### src/rtl/mffa_pkg.sv
// Shared types, constants and codes for the multicore first-fit arena allocator.
package mffa_pkg;

    localparam int MAX_ENTRIES = 16;
    localparam int MAX_CORES   = 64;
    localparam int SEAL_BITS   = 8;
    localparam int IDX_W       = $clog2(MAX_ENTRIES);
    localparam int CFG_IDX_W   = 2;

    localparam logic [2:0] REQ_ALLOC   = 3'd0;
    localparam logic [2:0] REQ_DEALLOC = 3'd1;
    localparam logic [2:0] REQ_HWM     = 3'd2;
    localparam logic [2:0] REQ_SEAL    = 3'd3;
    localparam logic [2:0] REQ_UNSEAL  = 3'd4;

    localparam logic [CFG_IDX_W-1:0] CFG_BASE  = 2'd0;
    localparam logic [CFG_IDX_W-1:0] CFG_LIMIT = 2'd1;
    localparam logic [CFG_IDX_W-1:0] CFG_COLS  = 2'd2;
    localparam logic [CFG_IDX_W-1:0] CFG_ROWS  = 2'd3;

    typedef enum logic [3:0] {
        ST_OK        = 4'd0,
        ST_NOSPACE   = 4'd1,
        ST_SEALED    = 4'd2,
        ST_BADREQ    = 4'd3,
        ST_UNKNOWN   = 4'd4,
        ST_FULL      = 4'd5,
        ST_SEALOVF   = 4'd6,
        ST_NOTSEALED = 4'd7,
        ST_IDEXH     = 4'd8
    } status_t;

    typedef struct packed {
        logic [2:0]  req_type;
        logic [63:0] core_mask;
        logic [31:0] request_size;
        logic [4:0]  align_log2;
        logic [31:0] free_id;
    } req_t;

    typedef struct packed {
        logic [3:0]  status;
        logic [31:0] granted_id;
        logic [31:0] result_address;
    } rsp_t;

    typedef enum logic [3:0] {
        OP_NONE,
        OP_LOAD,
        OP_SEARCH_INIT,
        OP_PASS_INIT,
        OP_SCAN_FIND,
        OP_SCAN_MERGE,
        OP_ADVANCE,
        OP_COMMIT,
        OP_IDX_CLEAR,
        OP_DEALLOC_STEP,
        OP_HWM_STEP,
        OP_SEAL_APPLY,
        OP_FINISH
    } op_t;

    typedef struct packed {
        op_t     op;
        status_t st;
    } cmd_t;

    typedef struct packed {
        logic [2:0] req_type;
        logic       alloc_bad;
        logic       core_sealed;
        logic       grid_bad;
        logic       seal_ovf;
        logic       not_sealed;
        logic       fid_zero;
        logic       no_space;
        logic       pass_done;
        logic       id_exh;
        logic       table_full;
        logic       dealloc_hit;
        logic       idx_last;
        logic       out_free;
    } stat_t;

    typedef enum logic [3:0] {
        S_IDLE,
        S_DECODE,
        S_PASS,
        S_FIND,
        S_MERGE,
        S_PASS_END,
        S_COMMIT,
        S_DEALLOC,
        S_HWM,
        S_OUT
    } state_t;

endpackage

### src/rtl/mffa_ctrl.sv
// Controller state machine that sequences each request through the datapath.
module mffa_ctrl (
    input  logic            clk,
    input  logic            rst_n,
    input  logic            req_valid,
    output logic            req_stall,
    input  mffa_pkg::stat_t stat,
    output mffa_pkg::cmd_t  cmd
);

    mffa_pkg::state_t  state_reg, state_next;
    mffa_pkg::status_t st_reg, st_next;

    always_ff @(posedge clk or negedge rst_n)
    begin
        if (!rst_n)
        begin
            state_reg <= mffa_pkg::S_IDLE;
            st_reg    <= mffa_pkg::ST_OK;
        end
        else
        begin
            state_reg <= state_next;
            st_reg    <= st_next;
        end
    end

    assign req_stall = state_reg != mffa_pkg::S_IDLE;

    always_comb
    begin
        state_next = state_reg;
        st_next    = st_reg;
        cmd.op     = mffa_pkg::OP_NONE;
        cmd.st     = st_reg;
        unique case (state_reg)
            mffa_pkg::S_IDLE:
            begin
                if (req_valid)
                begin
                    cmd.op     = mffa_pkg::OP_LOAD;
                    state_next = mffa_pkg::S_DECODE;
                end
            end
            mffa_pkg::S_DECODE:
            begin
                st_next    = mffa_pkg::ST_OK;
                state_next = mffa_pkg::S_OUT;
                unique case (stat.req_type) inside
                    mffa_pkg::REQ_ALLOC:
                    begin
                        if (stat.alloc_bad)
                            st_next = mffa_pkg::ST_BADREQ;
                        else if (stat.core_sealed)
                            st_next = mffa_pkg::ST_SEALED;
                        else
                        begin
                            cmd.op     = mffa_pkg::OP_SEARCH_INIT;
                            state_next = mffa_pkg::S_PASS;
                        end
                    end
                    mffa_pkg::REQ_DEALLOC:
                    begin
                        if (!stat.fid_zero)
                        begin
                            cmd.op     = mffa_pkg::OP_IDX_CLEAR;
                            state_next = mffa_pkg::S_DEALLOC;
                        end
                    end
                    mffa_pkg::REQ_HWM:
                    begin
                        cmd.op     = mffa_pkg::OP_IDX_CLEAR;
                        state_next = mffa_pkg::S_HWM;
                    end
                    mffa_pkg::REQ_SEAL,
                    mffa_pkg::REQ_UNSEAL:
                    begin
                        if (stat.grid_bad)
                            st_next = mffa_pkg::ST_BADREQ;
                        else if ((stat.req_type == mffa_pkg::REQ_SEAL) && stat.seal_ovf)
                            st_next = mffa_pkg::ST_SEALOVF;
                        else if ((stat.req_type == mffa_pkg::REQ_UNSEAL) && stat.not_sealed)
                            st_next = mffa_pkg::ST_NOTSEALED;
                        else
                            cmd.op = mffa_pkg::OP_SEAL_APPLY;
                    end
                    default: st_next = mffa_pkg::ST_BADREQ;
                endcase
            end
            mffa_pkg::S_PASS:
            begin
                if (stat.no_space)
                begin
                    st_next    = mffa_pkg::ST_NOSPACE;
                    state_next = mffa_pkg::S_OUT;
                end
                else
                begin
                    cmd.op     = mffa_pkg::OP_PASS_INIT;
                    state_next = mffa_pkg::S_FIND;
                end
            end
            mffa_pkg::S_FIND:
            begin
                cmd.op = mffa_pkg::OP_SCAN_FIND;
                if (stat.idx_last)
                    state_next = mffa_pkg::S_MERGE;
            end
            mffa_pkg::S_MERGE:
            begin
                cmd.op = mffa_pkg::OP_SCAN_MERGE;
                if (stat.idx_last)
                    state_next = mffa_pkg::S_PASS_END;
            end
            mffa_pkg::S_PASS_END:
            begin
                if (stat.pass_done)
                    state_next = mffa_pkg::S_COMMIT;
                else
                begin
                    cmd.op     = mffa_pkg::OP_ADVANCE;
                    state_next = mffa_pkg::S_PASS;
                end
            end
            mffa_pkg::S_COMMIT:
            begin
                state_next = mffa_pkg::S_OUT;
                if (stat.id_exh)
                    st_next = mffa_pkg::ST_IDEXH;
                else if (stat.table_full)
                    st_next = mffa_pkg::ST_FULL;
                else
                begin
                    st_next = mffa_pkg::ST_OK;
                    cmd.op  = mffa_pkg::OP_COMMIT;
                end
            end
            mffa_pkg::S_DEALLOC:
            begin
                cmd.op = mffa_pkg::OP_DEALLOC_STEP;
                if (stat.dealloc_hit)
                begin
                    st_next    = mffa_pkg::ST_OK;
                    state_next = mffa_pkg::S_OUT;
                end
                else if (stat.idx_last)
                begin
                    st_next    = mffa_pkg::ST_UNKNOWN;
                    state_next = mffa_pkg::S_OUT;
                end
            end
            mffa_pkg::S_HWM:
            begin
                cmd.op = mffa_pkg::OP_HWM_STEP;
                if (stat.idx_last)
                begin
                    st_next    = mffa_pkg::ST_OK;
                    state_next = mffa_pkg::S_OUT;
                end
            end
            mffa_pkg::S_OUT:
            begin
                if (stat.out_free)
                begin
                    cmd.op     = mffa_pkg::OP_FINISH;
                    state_next = mffa_pkg::S_IDLE;
                end
            end
            default: state_next = mffa_pkg::S_IDLE;
        endcase
    end

endmodule

### config.mk
export PLATFORM = sky130hd
export DESIGN_NAME = mffa_ctrl
export DESIGN_NICKNAME = d
export VERILOG_FILES = /design/src/rtl/mffa_pkg.sv /design/src/rtl/mffa_ctrl.sv
export SDC_FILE = /design/constraint.sdc
export NUM_CORES = 1
export LEC_CHECK = 0
export BUFFER_PORTS_ARGS = -buffer_cell sky130_fd_sc_hd__buf_4
export CAP_MARGIN = 20
export CORE_MARGIN = 8
export CORE_UTILIZATION = 30
export DETAILED_ROUTE_END_ITERATION = 16
export HOLD_SLACK_MARGIN = 0.08
export PLACE_DENSITY = 0.59
export SYNTH_ARGS = -nofsm -noshare
export SYNTH_HDL_FRONTEND = slang
export SYNTH_SLANG_ARGS = --single-unit
### constraint.sdc
create_clock -name clk -period 1.7 [get_ports clk]
set_input_delay 0.34 -clock clk [delete_from_list [all_inputs] [get_ports clk]]
set_output_delay 0.34 -clock clk [all_outputs]
set_load 0.05 [all_outputs]
**Yosys cells after proc, flatten, opt, wreduce, memory -nomap -nowiden**

Cells that the tools add are included.

- Bits in registers: 8
- Bits in latches: 0
- Bits in writable memories: 0
- ROM bits: 0
- Bits of input ports: 19
- Output and inout port bits: 9
- Logic and storage cells: 71
- Memories: 0

- Add/subtract/negate cells: 0
- Multipliers: 0
- Div/mod/pow operators: 0
- $lt $le $gt $ge: 0
- Equality and inequality tests: 20
- Shifts and indexed selects: 0
- Multiplexer cells: 39
- Bitwise gates (word level): 0
- Reductions and logical operators: 10

Operators by type and width:

| cell | number |
|---|---|
| $pmux 4 s10 | 2 |
| $mux 4 | 19 |
| $mux 3 | 8 |
| $pmux 4 s5 | 1 |
| $eq 4x3->1 const B | 4 |
| $pmux 4 s4 | 1 |
| $ne 2x2->1 const B | 6 |
| $pmux 4 s3 | 1 |
| $mux 2 | 5 |
| $pmux 3 s3 | 1 |
| $eq 4x2->1 const B | 2 |
| $eq 4x4->1 const B | 2 |
| $reduce_and 4->1 | 2 |
| $eq 3x2->1 const B | 2 |
| $reduce_bool 5->1 | 1 |
| $eq 4x1->1 const B | 1 |
| $logic_not 4->1 | 1 |
| $reduce_bool 4->1 | 1 |
| $reduce_or 2->1 | 2 |
| $eq 3x1->1 const B | 1 |
| $eq 3x3->1 const B | 1 |
| $logic_not 3->1 | 1 |
| $ne 3x3->1 const B | 1 |
| $logic_and 1x1->1 | 2 |
| $mux 1 | 1 |

**Depth between registers and ports, before layout**

Gate-level depths: netlist (run 1).

- Depth after elaboration: 7
- Depth in mapped cells: 6
- Depth with buffers taken out: 5

**Least setup slack after synthesis (run 1)**

OpenSTA, ideal clock, no wires.

- Path kind: flip-flop to output port
- Start point: reg state_reg[1]
- End point: out cmd[6] (netlist bit)
- Arrival time: 1.965 ns
- Required time: 1.360 ns
- Path slack: -0.605 ns
- Cell stages (with the launch flop): 6
- Buffers on the path: 2
- Cell sequence: dfrtp_1 buf_2 clkbuf_1 o21ai_0 a21oi_1 o21ai_0

RTL lines:

| item | RTL line | source |
|---|---|---|
| start, declared | mffa_ctrl.sv:11 | `mffa_pkg::state_t state_reg, state_next;` |
| start signal, assigned | mffa_ctrl.sv:18 | `state_reg <= mffa_pkg::S_IDLE;` |
| start signal, assigned | mffa_ctrl.sv:23 | `state_reg <= state_next;` |
| end, declared | mffa_ctrl.sv:8 | `output mffa_pkg::cmd_t cmd` |

==> results of run 1 <==
==> power groups by stage <==
stage                     Combinational [mW]  Sequential [mW]  Clock [mW]
after global placement                  1.65            0.334           0
after detailed placement                1.66            0.338           0
after global routing                    2.14            0.348       0.164
after floorplan                         1.02            0.377           0
after CTS                               1.95            0.337       0.155
final                                   2.01            0.345       0.152
==> area by class of cell <==
type	instances	area [sq um]	area share, %
multi-input combinational	107	791	46.0
timing repair buffer	74	634	36.9
sequential	8	203	11.8
tap	33	41.3	2.40
inverter	6	27.5	1.60
clock buffer	3	22.5	1.31
==> worst register-to-register path, cell delays in order (launching register included) <==
cell     delay [ps]
dfrtp_1         440
buf_6           150
and3b_1         190
buf_4           160
nor4b_4         140
a31oi_2         210
o21ai_1         120
or2_1           220
==> worst min path at each step <==
stage / from / endpoint / slack, ps / cells past startpoint
2_1_floorplan: rst_n / st_reg[0]$_DFFE_PN0P_ / 40 / 0
3_3_place_gp: rst_n / state_reg[2]$_DFFE_PN0P_ / 170 / 1
3_5_place_dp: rst_n / state_reg[2]$_DFFE_PN0P_ / 170 / 1
4_1_cts: stat[4] / st_reg[3]$_DFFE_PN0P_ / 370 / 2
5_1_grt: stat[4] / st_reg[3]$_DFFE_PN0P_ / 400 / 2
6_report: stat[4] / st_reg[3]$_DFFE_PN0P_ / 370 / 2
==> metal layers <==
metal,wire (microns),share of wire [%]
met1,1610,42
met2,2060,53
met3,121,3.1
met4,78,2.0
met5,0,0
==> what timing repair did <==
item,in CTS,in global routing
setup endpoints to repair,7,10
setup buffers,9,3
hold buffers,1,0
resized for setup,37,3
pin swaps,15,11
hold endpoints to repair,8,0
==> cell families after synthesis <==
kind of cell | Yosys count
buffers and inverters | 15
flip-flops | 8
AND/OR/NAND/NOR | 57
AO/OA/AOI/OAI | 49
multiplexers | 1
==> cells in the final DEF, fill, tap and decap left out, types with 2 or more instances in the layout <==
master and count:
nor2_1 14, o21ai_1 2, o221ai_1 2, o21ai_2 5
nor2b_1 3, clkbuf_4 3, nor3b_1 2, nand2_1 15
o21ai_0 5, nand2_2 2, a21oi_2 3, a21oi_1 7
buf_6 13, buf_8 2, dfrtp_1 6, a211oi_1 2
buf_4 57, inv_1 4, dfrtp_2 2, nor3_1 5
nand2b_4 2
==> per-stage QoR <==
stage | utilization [%] | TNS (ps) | area, sq um | cells | worst slack [ps]
after floorplan | - | -286 | 1000 | 130 | -211
after global placement | 48.0 | -762 | 1440 | 215 | -188
after detailed placement | 48.0 | -859 | 1440 | 215 | -198
after CTS | 56.2 | -1130 | 1690 | 228 | -322
after global routing | 57.3 | -1580 | 1720 | 231 | -385
final | 57.3 | -1240 | 1720 | 231 | -353
==> flow_metrics.env, run 1 <==
export IMPL_rrSetupSlack_ps=-40
export IMPL_synth_edff_count=0
export IMPL_die_w_microns=71.8
export IMPL_core_area_sq_um=3000
export IMPL_synth_top_area_share_pct=21.4
export IMPL_vias=1294
export IMPL_ff2ff_path_depth=7
export IMPL_worstMarginPinSlew_ps=279
export IMPL_grt_remaining_overflow=0
export IMPL_use_met2_pct=26.9
export IMPL_syn2layout_area_growth_pct=83.9
export IMPL_endpoint="cmd[5]"
export IMPL_hold_violations=0
export IMPL_syn_inst=130
export IMPL_critPathTopFamily="compound AO/OA/AOI/OAI gates"
export IMPL_setup_viol=6
export IMPL_ios=28
export IMPL_grt_use_met3_pct=1.81
export IMPL_startpoint="state_reg[1]$_DFFE_PN0P_"
export IMPL_synth_area_sq_um=935
export IMPL_diodes=0
export IMPL_cp_arrival_ps=1710
export IMPL_synth_compound_area_share_pct=37.5
export IMPL_grt_setup_unrepaired="true"
export IMPL_synthFlopType="dfrtp_1"
export IMPL_io_buffers=27
export IMPL_synthAdderAreaFrac_pct=0
export IMPL_ant_nets=0
export IMPL_path_max_fanout=4
export IMPL_outcome="complete, but fails checks"
export IMPL_grt_max_degree=10
export IMPL_powerDensity_nw_per_um2=1460
export IMPL_synthTopCellsByArea="dfrtp_1 21%, nand2_1 6.8%, nor2_1 6.4%"
export IMPL_sw_frac_of_total_pct=49.7
export IMPL_cts_tree="done"
export IMPL_setup_ws_ps=-353
export IMPL_synthSimpleGateAreaFrac_pct=32.4
export IMPL_peakVddDrop_uv=719
export IMPL_clock_sinks=8
export IMPL_ys_seq_area_share_pct=21.4
export IMPL_p_int_mw=1.26
export IMPL_synth_common_cells="17 x nand2_1, 16 x nor2_1, 10 x a21oi_1, 10 x o21ai_0, 8 x dfrtp_1"
export IMPL_wl_mm=3.87
export IMPL_ys_types=49
export IMPL_cts_root_buf="clkbuf_4"
export IMPL_endpoint_kind="primary output"
export IMPL_p_comb_share_pct=80.2
export IMPL_finalClockSkew_ps=5.67
export IMPL_clock_latency_ps=250
export IMPL_first_pass_iters=4
export IMPL_max_slew_margin_pct=81.2
export IMPL_failed_checks="negative setup slack"
export IMPL_r2r_end="state_reg[1]$_DFFE_PN0P_"
export IMPL_p_sw_mw=1.25
export IMPL_globalRouteTotalUtil_pct=14.7
export IMPL_start_kind="flop"
export IMPL_drt_iter0_markers=41
export IMPL_slew_violations=0
export IMPL_leakage_nw=0.774
export IMPL_hpwlAfterDp_mm=2.88
export IMPL_grt_pass1_vias=1360
export IMPL_num_nets_final=219
export IMPL_path_class="flop to primary output"
export IMPL_synth_most_common_cell="nand2_1"
export IMPL_start_util_pct=31.1
export IMPL_grt_pass1_wl_mm=6.23
export IMPL_path_clk_slew_ps=60
export IMPL_clock_fmax_mhz=487
export IMPL_ys_async_sr_fraction_pct=100
export IMPL_viasPerCell=5.60
export IMPL_wl_per_cell_microns=16.7
export IMPL_htreeDepth=1
export IMPL_avgSynthCellArea_sq_um=7.19
export IMPL_path_cells="nor3b_4 -> a31oi_1 -> nor3_1 -> a2111o_2 -> buf_6"
export IMPL_syn_nets=149
export IMPL_antenna_found_initial=0
export IMPL_gr_usage_met1_pct=16.8
export IMPL_cp_num_buf_inv=1
export IMPL_cts_inserted_buffers=3
export IMPL_drv_cap=0
export IMPL_place_congestion=0.958
export IMPL_worstPathRequired_ps=1360
export IMPL_synth_top_family_by_area="compound AO/OA/AOI/OAI gates"
export IMPL_r2r_start="state_reg[1]$_DFFE_PN0P_"
export IMPL_synth_mux_area_share_pct=1.07
export IMPL_post_route_min_period_ps=2050
export IMPL_die_y_microns=71.8
export IMPL_cp_depth=5
export IMPL_fillers=262
export IMPL_clkPwrFrac_pct=6.0
export IMPL_power_frac_seq_pct=13.7
export IMPL_dieArea_sq_um=5160
export IMPL_synth_seq_cells=8
export IMPL_fin_crit_sh_pct=121
export IMPL_yosysTopAreaCell="dfrtp_1"
export IMPL_rows=20
export IMPL_drcViolationCount=0
export IMPL_hp_class="primary input to flop"
export IMPL_max_stage_delay_ps=450
export IMPL_synth_xor_area_share_pct=0
export IMPL_drive_gt1_share_pct=54.5
export IMPL_crit_slowest_cell="a2111o_2"
export IMPL_power_mw=2.51
export IMPL_ys_warn_count=0
export IMPL_top_usage_layer="met2"
export IMPL_ctsLongestPathBuffers=2
export IMPL_holdWs_ps=374
Note: power is estimated with default switching activity, not from simulation.
==> run 2: changes to the inputs <==
Settings changed: REMOVE_ABC_BUFFERS from default to 1.
==> run 2 against run 1 <==
The flow still finishes with violations (negative setup slack). Worst hold slack lost 30 ps. Clock power grew 7%. Design area shrank 11%. Critical path type unchanged. Largest cell class unchanged. Largest power group unchanged. Highest routed layer unchanged.
==> flow_metrics.env, run 2 (synthesis gave the netlist of run 1 again) <==
export IMPL_outcome="complete, but fails checks"
export IMPL_failed_checks="negative setup slack"
export IMPL_crit_slowest_cell="or4_4"
export IMPL_place_congestion=0.907
export IMPL_vias=1222
export IMPL_path_class="flop to primary output"
export IMPL_htreeDepth=1
export IMPL_final_common_cell="buf_4"
export IMPL_io_buffers=27
export IMPL_ant_nets=0
export IMPL_pre_cts_slack_ps=-226
export IMPL_ctsLongestPathBuffers=2
export IMPL_die_y_microns=71.8
export IMPL_hold_end="st_reg[3]$_DFFE_PN0P_"
export IMPL_finalClockSkew_ps=3.87
export IMPL_r2r_start="state_reg[1]$_DFFE_PN0P_"
export IMPL_grt_max_degree=17
export IMPL_ios=28
export IMPL_clock_fmax_mhz=498
export IMPL_start_util_pct=31.1
export IMPL_clock_sinks=8
export IMPL_viasPerCell=5.53
export IMPL_hp_class="primary input to flop"
export IMPL_drt_iter0_markers=74
export IMPL_min_from="stat[4]"
export IMPL_start_kind="flop"
export IMPL_diodes=0
export IMPL_core_area_sq_um=3000
export IMPL_dieArea_sq_um=5160
export IMPL_worstPathRequired_ps=1360
export IMPL_path_cells="buf_4 -> buf_6 -> or4_4 -> buf_8"
export IMPL_cts_inserted_buffers=3
export IMPL_cts_root_buf="clkbuf_4"
export IMPL_powerDensity_nw_per_um2=1470
export IMPL_hpwlAfterDp_mm=2.77
export IMPL_worstMarginPinSlew_ps=276
export IMPL_path_max_fanout=7
export IMPL_finalSetupTns_ps=-1160
export IMPL_rows=20
export IMPL_wl_per_cell_microns=15.6
export IMPL_leakage_nw=0.699
export IMPL_setup_ws_ps=-308
export IMPL_die_w_microns=71.8
export IMPL_clock_latency_ps=270
export IMPL_grt_remaining_overflow=0
export IMPL_path_clk_slew_ps=60
export IMPL_fin_crit_sh_pct=118
export IMPL_cts_tree="done"
export IMPL_ff2ff_path_depth=7
export IMPL_endpoint_kind="primary output"
export IMPL_power_mw=2.25
export IMPL_final_cell_mix="54 x buf_4, 16 x nand2_1, 14 x nor2_1"
export IMPL_max_stage_delay_ps=530
export IMPL_setup_viol=5
export IMPL_antenna_found_initial=0
export IMPL_syn2layout_area_growth_pct=63.6
export IMPL_peakVddDrop_uv=396
export IMPL_slew_violations=0
export IMPL_drcViolationCount=0
export IMPL_fillers=294
export IMPL_drive_gt1_share_pct=45.2
export IMPL_num_nets_final=209
export IMPL_wl_mm=3.45
export IMPL_grt_setup_unrepaired="true"
export IMPL_cp_num_buf_inv=3
export IMPL_grt_pass1_vias=1215
export IMPL_rrSetupSlack_ps=60
export IMPL_grt_pass1_wl_mm=5.62
export IMPL_drv_cap=0
export IMPL_post_route_min_period_ps=2010
export IMPL_max_slew_margin_pct=81.5
export IMPL_critPathTopFamily="simple AND/OR/NAND/NOR gates"
export IMPL_cp_arrival_ps=1670
export IMPL_first_pass_iters=4
export IMPL_globalRouteTotalUtil_pct=13.7
export IMPL_worstHoldPathCells=2
export IMPL_hold_violations=0
export IMPL_r2r_end="state_reg[1]$_DFFE_PN0P_"
run 2: cell count changes in the layout (fill, tap and decap cells not counted), moves of 2 or more:
cell / change
o21ai_0: +2
o21ai_2: -5
nand2b_4: -2
o21ai_1: +3
buf_4: -3
buf_6: -7
nand2b_1: +2
run 2: how the worst max path moves through the flow:
stage / start / endpoint / slack (ps) / cells after the start
floorplan: state_reg[0]$_DFFE_PN0P_ / cmd[6] / -500 / 3
global placement: stat[15] / cmd[4] / -220 / 6
detailed placement: stat[15] / cmd[4] / -230 / 6
CTS: state_reg[1]$_DFFE_PN0P_ / cmd[5] / -300 / 5
global route: state_reg[1]$_DFFE_PN0P_ / cmd[5] / -370 / 5
finish: state_reg[1]$_DFFE_PN0P_ / req_stall / -310 / 4
run 2: per-stage QoR:
step                      hold WS, ps  util [%]  std cells  area (sq um)
after global placement            160      46.5        213          1400
after global routing              352      50.9        221          1530
final                             344      50.9        221          1530
after CTS                         350      49.7        219          1490
after floorplan                  44.4         -        121           886
after detailed placement          165      46.5        213          1400
run 2: layer usage:
layer	share of wire, %	routed length (microns)	GRT usage, %	vias to the layer above
met3	6.3	216	2.37	9
met1	41	1410	14.8	564
li1	-	-	-	603
met2	50	1720	24.4	46
met4	2.8	95	7.48	0
met5	0	0	0	-
run 2: power breakdown:
part           internal [mW]  leakage, nW  switching (mW)
combinational          0.792        0.584           0.980
sequential             0.256        0.102          0.0636
clock                 0.0819       0.0138          0.0802
total                   1.13        0.699            1.12
run 2: final cells by class:
cell class              count  area [sq um]  area share (%)
repair buffers             64           538            35.2
well taps                  33          41.3            2.70
inverters                   6          25.0            1.64
multi-input cells         107           699            45.7
clock buffers               3          22.5            1.47
flip-flops and latches      8           203            13.3
run 2: what timing repair did:
action	in CTS	in global routing
hold buffers	1	0
cloned	0	0
pin swaps	0	1
resized for setup	17	6
buffers inserted	2	2
setup endpoints to repair	7	6
hold endpoints to repair	8	0
==> run 3: changes to the inputs <==
Settings changed: HOLD_SLACK_MARGIN 0.08 to 0.02.
Clock period 1.7 ns to 2.3 ns, I/O delays scaled along.
==> run 3 against run 2 <==
The run now ends clean. Final cell count decreased by 12%. Die area unchanged. Global-route usage decreased by 1.6 points. Sequential power decreased by 15%. Largest power group unchanged. Critical path type unchanged. Critical endpoint is now cmd[5]. Combinational power decreased by 42%. Highest routed layer is now met3. First-iteration DRC count increased by 20%. Non-clock buffer count decreased by 27. Critical path depth increased by 1.
==> flow_metrics.env, run 3 (synthesis gave the netlist of run 1 again) <==
export IMPL_outcome="finished, final reports clean"
export IMPL_viasPerCell=5.62
export IMPL_grt_pass1_wl_mm=5.09
export IMPL_grt_remaining_overflow=0
export IMPL_rows=20
export IMPL_first_pass_iters=4
export IMPL_place_congestion=0.956
export IMPL_setup_viol=0
export IMPL_ios=28
export IMPL_ctsLongestPathBuffers=2
export IMPL_fillers=314
export IMPL_rrSetupSlack_ps=560
export IMPL_antenna_found_initial=0
export IMPL_path_max_fanout=16
export IMPL_post_route_min_period_ps=2220
export IMPL_vias=1091
export IMPL_hp_class="primary input to flop"
export IMPL_r2r_end="state_reg[1]$_DFFE_PN0P_"
export IMPL_crit_slowest_cell="dfrtp_2"
export IMPL_drive_gt1_share_pct=32.3
export IMPL_worstMarginPinSlew_ps=307
export IMPL_peakVddDrop_uv=432
export IMPL_num_nets_final=182
export IMPL_globalRouteTotalUtil_pct=12.1
export IMPL_wl_mm=3.05
export IMPL_final_common_cell="buf_4"
export IMPL_max_stage_delay_ps=510
export IMPL_wl_per_cell_microns=15.7
export IMPL_die_y_microns=71.8
export IMPL_powerDensity_nw_per_um2=1130
export IMPL_cts_root_buf="clkbuf_4"
export IMPL_worstPathRequired_ps=1840
export IMPL_io_buffers=27
export IMPL_ant_nets=0
export IMPL_diodes=0
export IMPL_hpwlAfterDp_mm=2.48
export IMPL_clock_fmax_mhz=450
export IMPL_finalClockSkew_ps=6.88
export IMPL_slew_violations=0
export IMPL_final_cell_mix="36 x buf_4, 17 x nand2_1, 16 x nor2_1"
export IMPL_syn2layout_area_growth_pct=33.3
export IMPL_leakage_nw=0.538
export IMPL_htreeDepth=1
export IMPL_hold_violations=0
export IMPL_drcViolationCount=0
export IMPL_start_util_pct=31.1
export IMPL_clock_latency_ps=260
export IMPL_path_clk_slew_ps=60
export IMPL_drv_cap=0
export IMPL_setup_ws_ps=79.0
export IMPL_max_slew_margin_pct=79.5
export IMPL_grt_max_degree=17
export IMPL_core_area_sq_um=3000
export IMPL_endpoint_kind="primary output"
export IMPL_clock_sinks=8
export IMPL_hold_end="st_reg[3]$_DFFE_PN0P_"
export IMPL_die_w_microns=71.8
export IMPL_worstHoldPathCells=2
export IMPL_r2r_start="state_reg[1]$_DFFE_PN0P_"
export IMPL_min_from="stat[4]"
export IMPL_drt_iter0_markers=89
export IMPL_power_mw=1.40
export IMPL_path_cells="and3b_1 -> nand2_1 -> a21oi_1 -> a2111o_1 -> buf_4"
export IMPL_fin_crit_sh_pct=96.6
export IMPL_cts_tree="done"
export IMPL_path_class="flop to primary output"
export IMPL_ff2ff_path_depth=6
export IMPL_cp_arrival_ps=1760
export IMPL_start_kind="flop"
export IMPL_pre_cts_slack_ps=90.5
export IMPL_cts_inserted_buffers=3
export IMPL_grt_pass1_vias=1048
export IMPL_dieArea_sq_um=5160
==> run 3: cell types whose count changed in the layout (fill, tap and decap cells not counted), moves of 2 or more <==
cell / before / now
o21ai_0: 7 / 10
nor2_1: 14 / 16
nor3_2: 2 / 0
buf_6: 6 / 0
o21ai_1: 5 / 2
nor2_2: 2 / 0
buf_4: 54 / 36
buf_12: 2 / 0
==> run 3: cell type report <==
type / instances / area, sq um / share of cell area (%)
clock buffers: 3 / 22.5 / 1.81
repair buffers: 37 / 280 / 22.5
well taps: 33 / 41.3 / 3.31
inverters: 6 / 22.5 / 1.81
multi-input cells: 107 / 676 / 54.2
flip-flops and latches: 8 / 204 / 16.4
==> run 3: worst max-delay path by stage <==
stage	to	slack, ps	startpoint
3_5_place_dp	cmd[4]	90	stat[13]
6_report	cmd[5]	80	state_reg[1]$_DFFE_PN0P_
4_1_cts	cmd[4]	70	stat[13]
2_1_floorplan	cmd[6]	-20	state_reg[0]$_DFFE_PN0P_
3_3_place_gp	cmd[4]	130	stat[15]
5_1_grt	cmd[5]	-40	state_reg[1]$_DFFE_PN0P_
==> run 3: per-layer routing <==
layer	GRT usage, %	up-vias	wire (microns)
met5	0	-	0
met4	2.04	0	0
met3	3.63	0	191
met2	19.2	32	1400
met1	15.7	509	1460
li1	-	550	-
==> run 3: repair_timing <==
action | CTS | global route
setup endpoints to repair | 1 | 3
endpoints found under the hold margin | 8 | 0
hold buffers | 1 | 0
resized for setup | 1 | 5
buffers inserted | 0 | 0
==> run 3: power breakdown <==
part | internal, mW | total (mW) | switching [mW]
logic | 0.391 | 1.03 | 0.634
registers | 0.189 | 0.271 | 0.0815
clock network | 0.0597 | 0.108 | 0.0478
==> run 3: critical path: cells and delay by family, from the launching register on <==
kind                   cells  cell delay [ps]
flip-flops                 1              510
AO/OA/AOI/OAI              2              480
AND/OR/NAND/NOR            2              310
buffers and inverters      1              200
==> run 3: metrics by stage <==
| step | hold WS [ps] | TNS, ps | instances | util (%) | area [sq um] |
|---|---|---|---|---|---|
| after CTS | 468 | 0 | 194 | 41.0 | 1230 |
| after detailed placement | 285 | 0 | 190 | 39.9 | 1200 |
| after global placement | 282 | 0 | 190 | 39.9 | 1200 |
| after global routing | 472 | -37.9 | 194 | 41.5 | 1250 |
| final | 478 | 0 | 194 | 41.5 | 1250 |
| after floorplan | 164 | -23.6 | 121 | - | 886 |
